[src/md5_pkg.sv]
// ----------------------------------------------------------------------------
// md5_pkg
// Shared types, constants and tables of the MD5 digest engine.
// ----------------------------------------------------------------------------
package md5_pkg;

    // Chaining state after reset and after each finished message
    localparam logic [31:0] MD5_INIT_A = 32'h67452301;
    localparam logic [31:0] MD5_INIT_B = 32'hefcdab89;
    localparam logic [31:0] MD5_INIT_C = 32'h98badcfe;
    localparam logic [31:0] MD5_INIT_D = 32'h10325476;

    localparam logic [7:0] MD5_PAD_BYTE = 8'h80;
    // First byte position of the length field
    localparam logic [5:0] MD5_LEN_POS  = 6'd56;
    localparam logic [5:0] MD5_POS_LAST = 6'd63;
    localparam logic [5:0] MD5_RND_LAST = 6'd63;

    // Per-round additive constants
    localparam logic [31:0] MD5_K [64] = '{
        32'hd76aa478, 32'he8c7b756, 32'h242070db, 32'hc1bdceee,
        32'hf57c0faf, 32'h4787c62a, 32'ha8304613, 32'hfd469501,
        32'h698098d8, 32'h8b44f7af, 32'hffff5bb1, 32'h895cd7be,
        32'h6b901122, 32'hfd987193, 32'ha679438e, 32'h49b40821,
        32'hf61e2562, 32'hc040b340, 32'h265e5a51, 32'he9b6c7aa,
        32'hd62f105d, 32'h02441453, 32'hd8a1e681, 32'he7d3fbc8,
        32'h21e1cde6, 32'hc33707d6, 32'hf4d50d87, 32'h455a14ed,
        32'ha9e3e905, 32'hfcefa3f8, 32'h676f02d9, 32'h8d2a4c8a,
        32'hfffa3942, 32'h8771f681, 32'h6d9d6122, 32'hfde5380c,
        32'ha4beea44, 32'h4bdecfa9, 32'hf6bb4b60, 32'hbebfbc70,
        32'h289b7ec6, 32'heaa127fa, 32'hd4ef3085, 32'h04881d05,
        32'hd9d4d039, 32'he6db99e5, 32'h1fa27cf8, 32'hc4ac5665,
        32'hf4292244, 32'h432aff97, 32'hab9423a7, 32'hfc93a039,
        32'h655b59c3, 32'h8f0ccc92, 32'hffeff47d, 32'h85845dd1,
        32'h6fa87e4f, 32'hfe2ce6e0, 32'ha3014314, 32'h4e0811a1,
        32'hf7537e82, 32'hbd3af235, 32'h2ad7d2bb, 32'heb86d391
    };

    // Rotate amounts, indexed by {phase, round[1:0]}
    localparam logic [4:0] MD5_ROT [16] = '{
        5'd7, 5'd12, 5'd17, 5'd22, 5'd5, 5'd9, 5'd14, 5'd20,
        5'd4, 5'd11, 5'd16, 5'd23, 5'd6, 5'd10, 5'd15, 5'd21
    };

    // Controller states
    typedef enum logic [2:0] {
        ST_IDLE,
        ST_PAD,
        ST_COMP,
        ST_ADD,
        ST_LENBLK,
        ST_DONE
    } md5_state_t;

    // Content of the block being compressed
    typedef enum logic [1:0] {
        BLK_FULL,   // 64 message bytes
        BLK_PAD,    // message tail, pad byte, zeros; no length
        BLK_LAST,   // message tail, pad byte, zeros, length
        BLK_LEN     // zeros and length only
    } md5_blk_t;

    // Controller to datapath
    typedef struct packed {
        logic     byte_wr;
        logic     start;
        logic     round_en;
        logic     chain_add;
        logic     out_load;
        logic     restart;
        md5_blk_t mode;
    } md5_cmd_t;

    // Datapath to controller
    typedef struct packed {
        logic [5:0] pos;
        logic       pos_hi;
        logic       last_round;
        logic       out_busy;
    } md5_sts_t;

endpackage

[src/md5_ctrl.sv]
// ----------------------------------------------------------------------------
// md5_ctrl
// Sequencer: byte intake, block compression, padding and digest hand-off.
// ----------------------------------------------------------------------------
module md5_ctrl
    import md5_pkg::*;
(
    input  logic     aclk,
    input  logic     aresetn,
    input  logic     s_valid,
    output logic     s_ready,
    input  logic     s_byte_present,
    input  logic     s_end_of_message,
    input  md5_sts_t sts,
    output md5_cmd_t cmd
);

    md5_state_t state_reg, state_next;
    md5_blk_t   mode_reg, mode_next;
    logic       eom_pend_reg, eom_pend_next;

    // State registers
    always_ff @(posedge aclk) begin
        if (!aresetn) begin
            state_reg    <= ST_IDLE;
            mode_reg     <= BLK_FULL;
            eom_pend_reg <= 1'b0;
        end else begin
            state_reg    <= state_next;
            mode_reg     <= mode_next;
            eom_pend_reg <= eom_pend_next;
        end
    end

    // Next state and commands
    always_comb begin
        state_next    = state_reg;
        mode_next     = mode_reg;
        eom_pend_next = eom_pend_reg;
        s_ready       = 1'b0;
        cmd           = '0;
        cmd.mode      = mode_reg;

        unique case (state_reg)
            ST_IDLE: begin
                s_ready = 1'b1;
                if (s_valid) begin
                    cmd.byte_wr = s_byte_present;
                    if (s_byte_present && (sts.pos == MD5_POS_LAST)) begin
                        // buffer fills with this byte
                        cmd.start     = 1'b1;
                        mode_next     = BLK_FULL;
                        eom_pend_next = s_end_of_message;
                        state_next    = ST_COMP;
                    end else if (s_end_of_message) begin
                        state_next = ST_PAD;
                    end
                end
            end
            ST_PAD: begin
                // tail block; BLK_PAD when the tail is too long for the length field
                cmd.start     = 1'b1;
                mode_next     = sts.pos_hi ? BLK_PAD : BLK_LAST;
                eom_pend_next = 1'b0;
                state_next    = ST_COMP;
            end
            ST_COMP: begin
                cmd.round_en = 1'b1;
                if (sts.last_round) begin
                    state_next = ST_ADD;
                end
            end
            ST_ADD: begin
                cmd.chain_add = 1'b1;
                unique case (mode_reg)
                    BLK_FULL: state_next = eom_pend_reg ? ST_PAD : ST_IDLE;
                    BLK_PAD:  state_next = ST_LENBLK;
                    default:  state_next = ST_DONE;
                endcase
            end
            ST_LENBLK: begin
                cmd.start  = 1'b1;
                mode_next  = BLK_LEN;
                state_next = ST_COMP;
            end
            ST_DONE: begin
                if (!sts.out_busy) begin
                    cmd.out_load = 1'b1;
                    cmd.restart  = 1'b1;
                    state_next   = ST_IDLE;
                end
            end
            default: begin
                state_next = ST_IDLE;
            end
        endcase
    end

endmodule

[src/md5_dp.sv]
// ----------------------------------------------------------------------------
// md5_dp
// Datapath: block buffer, byte counter, round unit, chaining state and
// the digest output register.
// ----------------------------------------------------------------------------
module md5_dp
    import md5_pkg::*;
(
    input  logic        aclk,
    input  logic        aresetn,
    input  md5_cmd_t    cmd,
    output md5_sts_t    sts,
    input  logic [7:0]  s_data_byte,
    output logic        m_valid,
    input  logic        m_ready,
    output logic [31:0] m_digest_word,
    output logic [1:0]  m_word_index,
    output logic        m_last_word
);

    // Block buffer as 16 little-endian words
    logic [31:0] wbuf_reg [16];
    // Message length in bytes; bit length is this shifted by three
    logic [60:0] cnt_reg;
    logic [31:0] chain_reg [4];
    logic [31:0] a_reg, b_reg, c_reg, d_reg;
    logic [5:0]  rnd_reg;
    logic [31:0] dig_reg [4];
    logic [1:0]  oidx_reg;
    logic        ovld_reg;

    logic [5:0]  pos;
    logic [1:0]  phase;
    logic [3:0]  g;
    logic [6:0]  lim;
    logic        mark_en;
    logic        len_en;
    logic [63:0] len_bits;
    logic [31:0] w;
    logic [31:0] f;
    logic [31:0] t;
    logic [63:0] t_dbl;
    logic [31:0] rot;

    assign pos      = cnt_reg[5:0];
    assign len_bits = {cnt_reg, 3'b000};

    assign sts.pos        = pos;
    assign sts.pos_hi     = (pos >= MD5_LEN_POS);
    assign sts.last_round = (rnd_reg == MD5_RND_LAST);
    assign sts.out_busy   = ovld_reg;

    // Block content limits for the current mode
    always_comb begin
        unique case (cmd.mode)
            BLK_FULL: begin lim = 7'd64;         mark_en = 1'b0; len_en = 1'b0; end
            BLK_PAD:  begin lim = {1'b0, pos};   mark_en = 1'b1; len_en = 1'b0; end
            BLK_LAST: begin lim = {1'b0, pos};   mark_en = 1'b1; len_en = 1'b1; end
            default:  begin lim = 7'd0;          mark_en = 1'b0; len_en = 1'b1; end
        endcase
    end

    // Message word index for this round
    assign phase = rnd_reg[5:4];
    always_comb begin
        unique case (phase)
            2'd0:    g = rnd_reg[3:0];
            2'd1:    g = 4'(rnd_reg[3:0] * 4'd5 + 4'd1);
            2'd2:    g = 4'(rnd_reg[3:0] * 4'd3 + 4'd5);
            default: g = 4'(rnd_reg[3:0] * 4'd7);
        endcase
    end

    // Word fetch with padding and length folded in
    always_comb begin
        logic [5:0] p;
        for (int j = 0; j < 4; j++) begin
            p = {g, 2'(j)};
            if ({1'b0, p} < lim) begin
                w[8*j +: 8] = wbuf_reg[g][8*j +: 8];
            end else if (mark_en && ({1'b0, p} == lim)) begin
                w[8*j +: 8] = MD5_PAD_BYTE;
            end else if (len_en && (p >= MD5_LEN_POS)) begin
                w[8*j +: 8] = len_bits[8*p[2:0] +: 8];
            end else begin
                w[8*j +: 8] = 8'h00;
            end
        end
    end

    // Round function
    always_comb begin
        unique case (phase)
            2'd0:    f = (b_reg & c_reg) | (~b_reg & d_reg);
            2'd1:    f = (b_reg & d_reg) | (c_reg & ~d_reg);
            2'd2:    f = b_reg ^ c_reg ^ d_reg;
            default: f = c_reg ^ (b_reg | ~d_reg);
        endcase
    end

    assign t     = a_reg + f + w + MD5_K[rnd_reg];
    assign t_dbl = {t, t} << MD5_ROT[{phase, rnd_reg[1:0]}];
    assign rot   = t_dbl[63:32];

    // Buffer writes
    always_ff @(posedge aclk) begin
        if (cmd.byte_wr) begin
            wbuf_reg[pos[5:2]][8*pos[1:0] +: 8] <= s_data_byte;
        end
    end

    // Byte counter
    always_ff @(posedge aclk) begin
        if (!aresetn) begin
            cnt_reg <= '0;
        end else if (cmd.restart) begin
            cnt_reg <= '0;
        end else if (cmd.byte_wr) begin
            cnt_reg <= cnt_reg + 61'd1;
        end
    end

    // Working variables and round counter
    always_ff @(posedge aclk) begin
        if (cmd.start) begin
            a_reg   <= chain_reg[0];
            b_reg   <= chain_reg[1];
            c_reg   <= chain_reg[2];
            d_reg   <= chain_reg[3];
            rnd_reg <= '0;
        end else if (cmd.round_en) begin
            a_reg   <= d_reg;
            d_reg   <= c_reg;
            c_reg   <= b_reg;
            b_reg   <= b_reg + rot;
            rnd_reg <= rnd_reg + 6'd1;
        end
    end

    // Chaining state
    always_ff @(posedge aclk) begin
        if (!aresetn || cmd.restart) begin
            chain_reg[0] <= MD5_INIT_A;
            chain_reg[1] <= MD5_INIT_B;
            chain_reg[2] <= MD5_INIT_C;
            chain_reg[3] <= MD5_INIT_D;
        end else if (cmd.chain_add) begin
            chain_reg[0] <= chain_reg[0] + a_reg;
            chain_reg[1] <= chain_reg[1] + b_reg;
            chain_reg[2] <= chain_reg[2] + c_reg;
            chain_reg[3] <= chain_reg[3] + d_reg;
        end
    end

    // Digest output register, four beats
    always_ff @(posedge aclk) begin
        if (cmd.out_load) begin
            dig_reg <= chain_reg;
        end
    end

    always_ff @(posedge aclk) begin
        if (!aresetn) begin
            ovld_reg <= 1'b0;
            oidx_reg <= '0;
        end else if (cmd.out_load) begin
            ovld_reg <= 1'b1;
            oidx_reg <= '0;
        end else if (ovld_reg && m_ready) begin
            oidx_reg <= oidx_reg + 2'd1;
            if (oidx_reg == 2'd3) begin
                ovld_reg <= 1'b0;
            end
        end
    end

    assign m_valid       = ovld_reg;
    assign m_digest_word = dig_reg[oidx_reg];
    assign m_word_index  = oidx_reg;
    assign m_last_word   = (oidx_reg == 2'd3);

endmodule

[src/md5_digest_engine.sv]
// ----------------------------------------------------------------------------
// md5_digest_engine
// MD5 hash of a byte stream; digest returned as four little-endian words.
// ----------------------------------------------------------------------------
//  channel  | ports                                          | beat
//  ---------+------------------------------------------------+-------------------
//  input    | s_valid s_ready s_data_byte s_byte_present     | one message byte
//           | s_end_of_message                               | and/or message end
//  output   | m_valid m_ready m_digest_word m_word_index     | one digest word
//           | m_last_word                                    |
//
// A byte beat is taken while the engine is idle; the byte that fills a 64-byte
// block starts a load, 64 rounds of the single round unit and a chaining add.
// An end beat adds a final block, or two when the tail leaves no room for
// the length field, and then a hand-off of the digest.
// The four digest beats drain from an output register while the next
// message is taken in; a second digest waits only if that register is full.
// Reset is synchronous, active low; the buffer needs no clearing.
// ----------------------------------------------------------------------------
module md5_digest_engine
    import md5_pkg::*;
(
    input  logic        aclk,
    input  logic        aresetn,
    input  logic        s_valid,
    output logic        s_ready,
    input  logic [7:0]  s_data_byte,
    input  logic        s_byte_present,
    input  logic        s_end_of_message,
    output logic        m_valid,
    input  logic        m_ready,
    output logic [31:0] m_digest_word,
    output logic [1:0]  m_word_index,
    output logic        m_last_word
);

    md5_cmd_t cmd;
    md5_sts_t sts;

    // Sequencer
    md5_ctrl u_ctrl (
        .aclk             (aclk),
        .aresetn          (aresetn),
        .s_valid          (s_valid),
        .s_ready          (s_ready),
        .s_byte_present   (s_byte_present),
        .s_end_of_message (s_end_of_message),
        .sts              (sts),
        .cmd              (cmd)
    );

    // Datapath
    md5_dp u_dp (
        .aclk          (aclk),
        .aresetn       (aresetn),
        .cmd           (cmd),
        .sts           (sts),
        .s_data_byte   (s_data_byte),
        .m_valid       (m_valid),
        .m_ready       (m_ready),
        .m_digest_word (m_digest_word),
        .m_word_index  (m_word_index),
        .m_last_word   (m_last_word)
    );

endmodule
[config.mk]
export PLATFORM = sky130hd
export DESIGN_NAME = md5_digest_engine
export DESIGN_NICKNAME = d
export VERILOG_FILES = /design/src/md5_pkg.sv /design/src/md5_ctrl.sv /design/src/md5_dp.sv /design/src/md5_digest_engine.sv
export SDC_FILE = /design/constraint.sdc
export NUM_CORES = 2
export LEC_CHECK = 0
export BUFFER_PORTS_ARGS = -buffer_cell sky130_fd_sc_hd__buf_2
export CORE_ASPECT_RATIO = 1.75
export CORE_MARGIN = 1
export CORE_UTILIZATION = 57
export DETAILED_ROUTE_END_ITERATION = 12
export PLACE_DENSITY = 0.76
export REMOVE_ABC_BUFFERS = 1
export SLEW_MARGIN = 40
export SYNTH_ARGS = -nofsm -noshare
export SYNTH_HDL_FRONTEND = slang
export SYNTH_HIERARCHICAL = 1
export SYNTH_SLANG_ARGS = --single-unit
[constraint.sdc]
create_clock -name aclk -period 12.8 [get_ports aclk]
set_clock_uncertainty 0.05 [all_clocks]
set_input_delay 2.56 -clock aclk [delete_from_list [all_inputs] [get_ports aclk]]
set_output_delay 2.56 -clock aclk [all_outputs]
set_load 0.02 [all_outputs]
# == After elaboration in Yosys (flattened, before gate mapping) ==
# Memories as Yosys holds them, arrays and structs flattened.
# Index checks and enable logic that the tools add are counted.
# word_totals
mem_bits_ro,2128
memories,3
wordCells,185
latchBits,0
ff_bits,460
out_inout_bits,37
ram_bits,512
# op_classes
n_shift,7
div,0
muxes,61
eq_ne,21
addsub,14
order_cmp,12
reduce_logical,29
n_bitwise,16
mul,3
# mem_list
memory,depth,width,rd,rd_clocked_by_memory_dff,wr,line_no,rtl
(name not given),64,32,1,0,0,md5_dp.sv:101,assign t = a_reg + f + w + MD5_K[rnd_reg];
u_dp.wbuf_reg,16,32,1,0,1,md5_dp.sv:22,logic [31:0] wbuf_reg [16];
(name not given),16,5,1,0,0,md5_dp.sv:102,"assign t_dbl = {t, t} << MD5_ROT[{phase, rnd_reg[1:0]}];"
# ops
op,n
two-way mux 32 bit,13
adder 32 bit,8
indexed part select 64 x 7 -> 8 bit,4
bitwise AND 32 bit,4
two-way mux 8 bit,12
OR 32 bit,3
one-hot mux 32 bit (3 select lines),1
XOR 32 bit,3
binary-select mux 32 bit (select 2 bit),1
NOT 32 bit,2
left shift 64 x 5 -> 64 bit,1
"adder 61 x 1 -> 61 bit, second input constant",1
negation 5 -> 34 bit,1
"variable shift 8 x 34 -> 32 bit, first input constant",1
indexed part select 8 x 34 -> 32 bit,1
"greater-or-equal comparator 6 bit, second input constant",5
equality test 6 x 7 -> 1 bit,4
< comparator 6 x 7 -> 1 bit,4
two-way mux 3 bit,5
one-hot mux 3 bit (5 select lines),1
two-way mux 1 bit,14
one-hot mux 7 bit (2 select lines),1
"equality test 6 bit, second input constant",2
two-way mux 2 bit,6
37 further kinds,65

# == Longest topological paths before layout ==
# depth
word_depth,14
depth_mapped,50
ltp_nobuf,45

# == Cells and area by module ==
# Netlist, hierarchy kept.
# modules_own_cells
module,area_each_um2,n_inst,cells_each,seq_area_each_um2
md5_dp,56940.9,1,5178,27025.9
md5_ctrl,473.0,1,56,120.1

# == Least setup slack after synthesis ==
# OpenSTA, ideal clock, no wires.
# synth_path
kind,register to register
startpoint,register u_dp.rnd_reg[2]
endpoint,register u_dp.b_reg[31] (data pin)
arrival_ns,12.382
path_stages_with_launch,50
path_slack_ns,0.109
cell_sequence,dfxtp_1 -> buf_2 -> inv_1 -> buf_1 -> clkbuf_1 -> ha_1 -> fa_1 -> nor2_1 -> a21oi_1 -> a21oi_1 -> clkbuf_1 -> clkbuf_1 -> clkbuf_1 -> ha_1 -> a21o_1 -> a21oi_1 -> nor2_1 -> nor2_1 -> [... 14 more ...] -> or3_1 -> mux4_2 -> o22ai_1 -> a21oi_1 -> mux2i_1 -> mux2i_1 -> ha_1 -> a21o_2 -> a2111oi_2 -> o311a_1 -> o21ai_2 -> a41o_1 -> a211oi_2 -> nor2_1 -> a311oi_1 -> a311oi_1 -> a221o_2 -> a211o_1
# synth_via
elab_chain_cells,14
word_cells_on_any_way,49
cone_classes,add/sub: 5; mul: 3; order compare: 8; eq/ne: 4; shift: 1; mux: 17; bitwise: 1; reduce/logical: 8; memory: 2
# synth_lines
element,line_no,rtl
from (decl),md5_dp.sv:27,logic [5:0] rnd_reg;
from (signal assigned),md5_dp.sv:136,rnd_reg <= rnd_reg + 6'd1;
multiplier 4 x 2 -> 4 bit or multiplier 4 x 3 -> 4 bit (tied branches),"md5_dp.sv:69, md5_dp.sv:68",
adder 4 x 3 -> 4 bit or adder 4 x 1 -> 4 bit (tied branches),"md5_dp.sv:69, md5_dp.sv:68",
one-hot mux 4 bit (3 select lines),md5_dp.sv:66,unique case (phase)
greater-or-equal comparator 6 bit,md5_dp.sv:83,end else if (len_en && (p >= MD5_LEN_POS)) begin
logical AND 1 bit,md5_dp.sv:83,
two-way mux 8 bit,md5_dp.sv:83,
two-way mux 8 bit,md5_dp.sv:81,"end else if (mark_en && ({1'b0, p} == lim)) begin"
two-way mux 8 bit,md5_dp.sv:79,"if ({1'b0, p} < lim) begin"
adder 32 bit,md5_dp.sv:101,
adder 32 bit (*),md5_dp.sv:101,
left shift 64 x 5 -> 64 bit (*),md5_dp.sv:102,
adder 32 bit (*),md5_dp.sv:135,b_reg <= b_reg + rot;
two-way mux 32 bit (*),md5_dp.sv:131,end else if (cmd.round_en) begin
two-way mux 32 bit (*),md5_dp.sv:125,if (cmd.start) begin
to (signal assigned),md5_dp.sv:127,b_reg <= chain_reg[1];
to (signal assigned),md5_dp.sv:135,
to (decl),md5_dp.sv:26,"logic [31:0] a_reg, b_reg, c_reg, d_reg;"
# Every way passes the cells marked *; elsewhere a longest branch is shown, timed or not. The select of a mux whose other input is x is not followed.
# A chain may end at the register's enable or synchronous reset.

# == Final worst setup path ==
# layout_path
startpoint,register u_dp.rnd_reg[1]
endpoint,register u_dp.b_reg[31] (data pin)
# layout_via
elab_chain_cells,14
word_cells_on_any_way,53
cone_classes,add/sub: 5; mul: 3; order compare: 8; eq/ne: 4; shift: 1; mux: 19; bitwise: 2; reduce/logical: 8; memory: 3
# layout_lines
element,line_no
multiplier 4 x 2 -> 4 bit or multiplier 4 x 3 -> 4 bit (tied branches),"md5_dp.sv:69, md5_dp.sv:68"
adder 4 x 3 -> 4 bit or adder 4 x 1 -> 4 bit (tied branches),"md5_dp.sv:69, md5_dp.sv:68"
one-hot mux 4 bit (3 select lines),md5_dp.sv:66
greater-or-equal comparator 6 bit,md5_dp.sv:83
logical AND 1 bit,md5_dp.sv:83
two-way mux 8 bit,md5_dp.sv:83
two-way mux 8 bit,md5_dp.sv:81
two-way mux 8 bit,md5_dp.sv:79
adder 32 bit (2 in a row),md5_dp.sv:101
left shift 64 x 5 -> 64 bit (*),md5_dp.sv:102
adder 32 bit (*),md5_dp.sv:135
two-way mux 32 bit (*),md5_dp.sv:131
two-way mux 32 bit (*),md5_dp.sv:125
# Marks and branches as above.

==> flow_summary.ini <==
[finish]
stdcell_count = 6559
largest_reg_flops = 512
fin_nets = 5485
drive_above_1_share = 0.143
final_area_um2 = 62200
areaGrowthSynthToFinish_pct = 8.42

[outcome]
status = finished, final reports clean

[clock_network]
cts.sinks = 972
cts_tree = built
root_buffer = clkbuf_16
holdBufCountCts = 0
clk_latency_ps = 720
cts.path.max_buffers = 3
clk_pin_slew_ps = 70
htreeDepth = 3
cts-buffers-inserted = 89

[sta]
maxSlewHeadroom = 0.380
rsz0062_at_grt = false
setup_slack_ps = 612
worst_pin_slew_ps = 930
period_needed_ps = 12190
totalNegativeSetupSlack_ps = 0
period_share = 0.952
finalSetupViolCount = 0
maxSlewViolCount = 0
hold_viol = 0
max_freq_mhz = 82.0

[drt]
vias = 43843
totalWireLength_um = 190000
wl_per_cell_um = 29.0
dr.pass1.iters = 6
first_iter_violations = 4127
vias_per_cell = 6.68
route.detailed.drc = 0
postRouteAntennaNets = 0

[synth]
ys_seq_area_frac = 0.473
yosys_warnings = 6
ys_types = 121
synth_edf_count = 768
syn_inst = 5234
async_flop_share = 0
synth_ff_type = edfxtp_1
synthesis.area_um2 = 57400
synth_seq_cells = 972
syn_area_per_cell_um2 = 11.0

[critical_path]
critPathLaunchType = flip-flop
max_stage_delay_ps = 620
critPathMaxFanout = 41
cp-end-kind = flip-flop
required_ps = 13200
criticalPathCategory = reg2reg
crit_arrival_ps = 12590
cp_slowest_cell = buf_4

[placed_design]
portBuffers = 50
post_dp_cell_area_um2 = 59000
placed_cells = 6389
dpl_worst_slack_ps = 775
place_congestion = 1.07
dpl.hpwl_um = 138000

[global_route]
use_met1 = 0.385
grt-ovfl-total = 0
grt_max_degree = 164
grt_busiest_layer = met2
grt_pass1_vias = 42934
met2_usage = 0.640
antenna_found_initial = 11
grtUsageTotal = 0.371
grt_pass1_wl_um = 278000
use_met3 = 0.0702

[floorplan]
die_x_um = 242
ioPinCount = 51
start_util = 0.577
core_area_um2 = 99500
rows = 153
die_y_um = 422
die_area_um2 = 102000

[worst_hold_path]
hold_class = reg2reg

[job]
maxCapViolations = 0
## critical path: cells and delay by family (launching register included)
kind,cells,cell delay [ps]
adder cells (fa/ha/maj),6,2760
AND/OR/NAND/NOR,3,560
AO/OA/AOI/OAI,21,5220
multiplexers,4,1230
buffers and inverters,6,1690
flip-flops,1,350
## final cells by class
cell class / instances / area [µm²]
tap: 1317 / 1650
fill: 7834 / 37300
multi-input combinational: 3754 / 28600
sequential: 972 / 27200
clock inverter: 57 / 683
inverter: 218 / 820
antenna: 4 / 10.0
timing repair buffer: 129 / 942
clock buffer: 108 / 2360
## repair_timing
action / in CTS / in global routing
gates resized for setup: 0 / 1
buffers inserted: 0 / 0
endpoints found under the setup margin: 0 / 1
endpoints found under the hold margin: 0 / 0
## cell usage in the layout, fill, tap and decap left out, types with 38 or more instances in the layout
cell type	n
a31oi_1	53
clkbuf_16	91
fa_1	72
buf_2	50
nand3_1	81
nand2_1	436
buf_4	71
o21ai_0	269
a211oi_1	72
a21o_1	69
or3_1	42
edfxtp_1	768
mux4_2	163
nand2b_1	43
xnor2_1	124
nor3_1	138
xor2_1	92
nor2b_1	38
dfxtp_1	198
mux2i_1	152
nor3b_1	41
a21oi_1	376
mux2_2	137
o21a_1	51
nor2_2	80
nor2_1	418
o22ai_1	41
ha_1	235
inv_1	211
## stage by stage
stage               hold WS (ps)  utilization
floorplan                    395            -
CTS                          426        0.624
global route                 450        0.625
detailed placement           423        0.593
global placement             413        0.591
finish                       427        0.625
## routing by layer
metal,vias to the layer above,routed length [µm]
li1,19461,-
met1,21581,62800
met2,2073,94900
met3,718,12800
met4,10,19400
met5,-,69
## kinds of logic after synthesis
family          count (synthesis)  share of synthesized area
compound gates               1273                      0.142
xor+xnor                      221                     0.0342
fa+ha+maj                     309                     0.0767
buf+inv                       508                     0.0355
flops                         972                      0.473
mux                           455                      0.118
simple gates                 1496                      0.121
## final timing paths
path              slack (ps)          startpoint                to  depth (start not counted)
setup / recovery         610     u_dp/rnd_reg[1]    u_dp/b_reg[31]                         40
hold / removal           430  u_dp/chain_reg[72]  u_dp/dig_reg[72]                          0
setup reg to reg         610     u_dp/rnd_reg[1]    u_dp/b_reg[31]                         40
hold reg to reg          430  u_dp/chain_reg[72]  u_dp/dig_reg[72]                          0
## cells in the mapped netlist (13+ instances only)
cell / number / area (µm²)
a211oi_1: 72 / 541
a21o_1: 70 / 526
a21oi_1: 380 / 1900
a221oi_1: 20 / 175
a31oi_1: 53 / 332
and2_1: 23 / 144
and3_1: 38 / 238
and4_1: 13 / 114
buf_1: 58 / 218
buf_2: 21 / 105
buf_4: 14 / 105
clkbuf_1: 190 / 713
dfxtp_1: 204 / 4080
edfxtp_1: 768 / 23100
fa_1: 72 / 1440
ha_1: 235 / 2940
inv_1: 212 / 796
mux2_2: 137 / 1540
mux2i_1: 152 / 1520
mux4_2: 163 / 3670
nand2_1: 437 / 1640
nand2b_1: 44 / 275
nand3_1: 81 / 405
nand4_1: 32 / 200
nor2_1: 497 / 1870
nor2b_1: 39 / 244
nor3_1: 140 / 701
nor3b_1: 42 / 315
nor4_1: 15 / 93.8
o211ai_1: 32 / 240
o21a_1: 52 / 390
o21ai_0: 271 / 1360
o21ai_1: 25 / 125
o21bai_1: 19 / 143
o22ai_1: 41 / 257
o311ai_0: 22 / 193
o31ai_1: 33 / 248
or3_1: 42 / 263
xnor2_1: 126 / 1100
xor2_1: 92 / 806
Power is not shown: default switching activity piles up to over one toggle a cycle in this logic, so the estimate is an artifact.
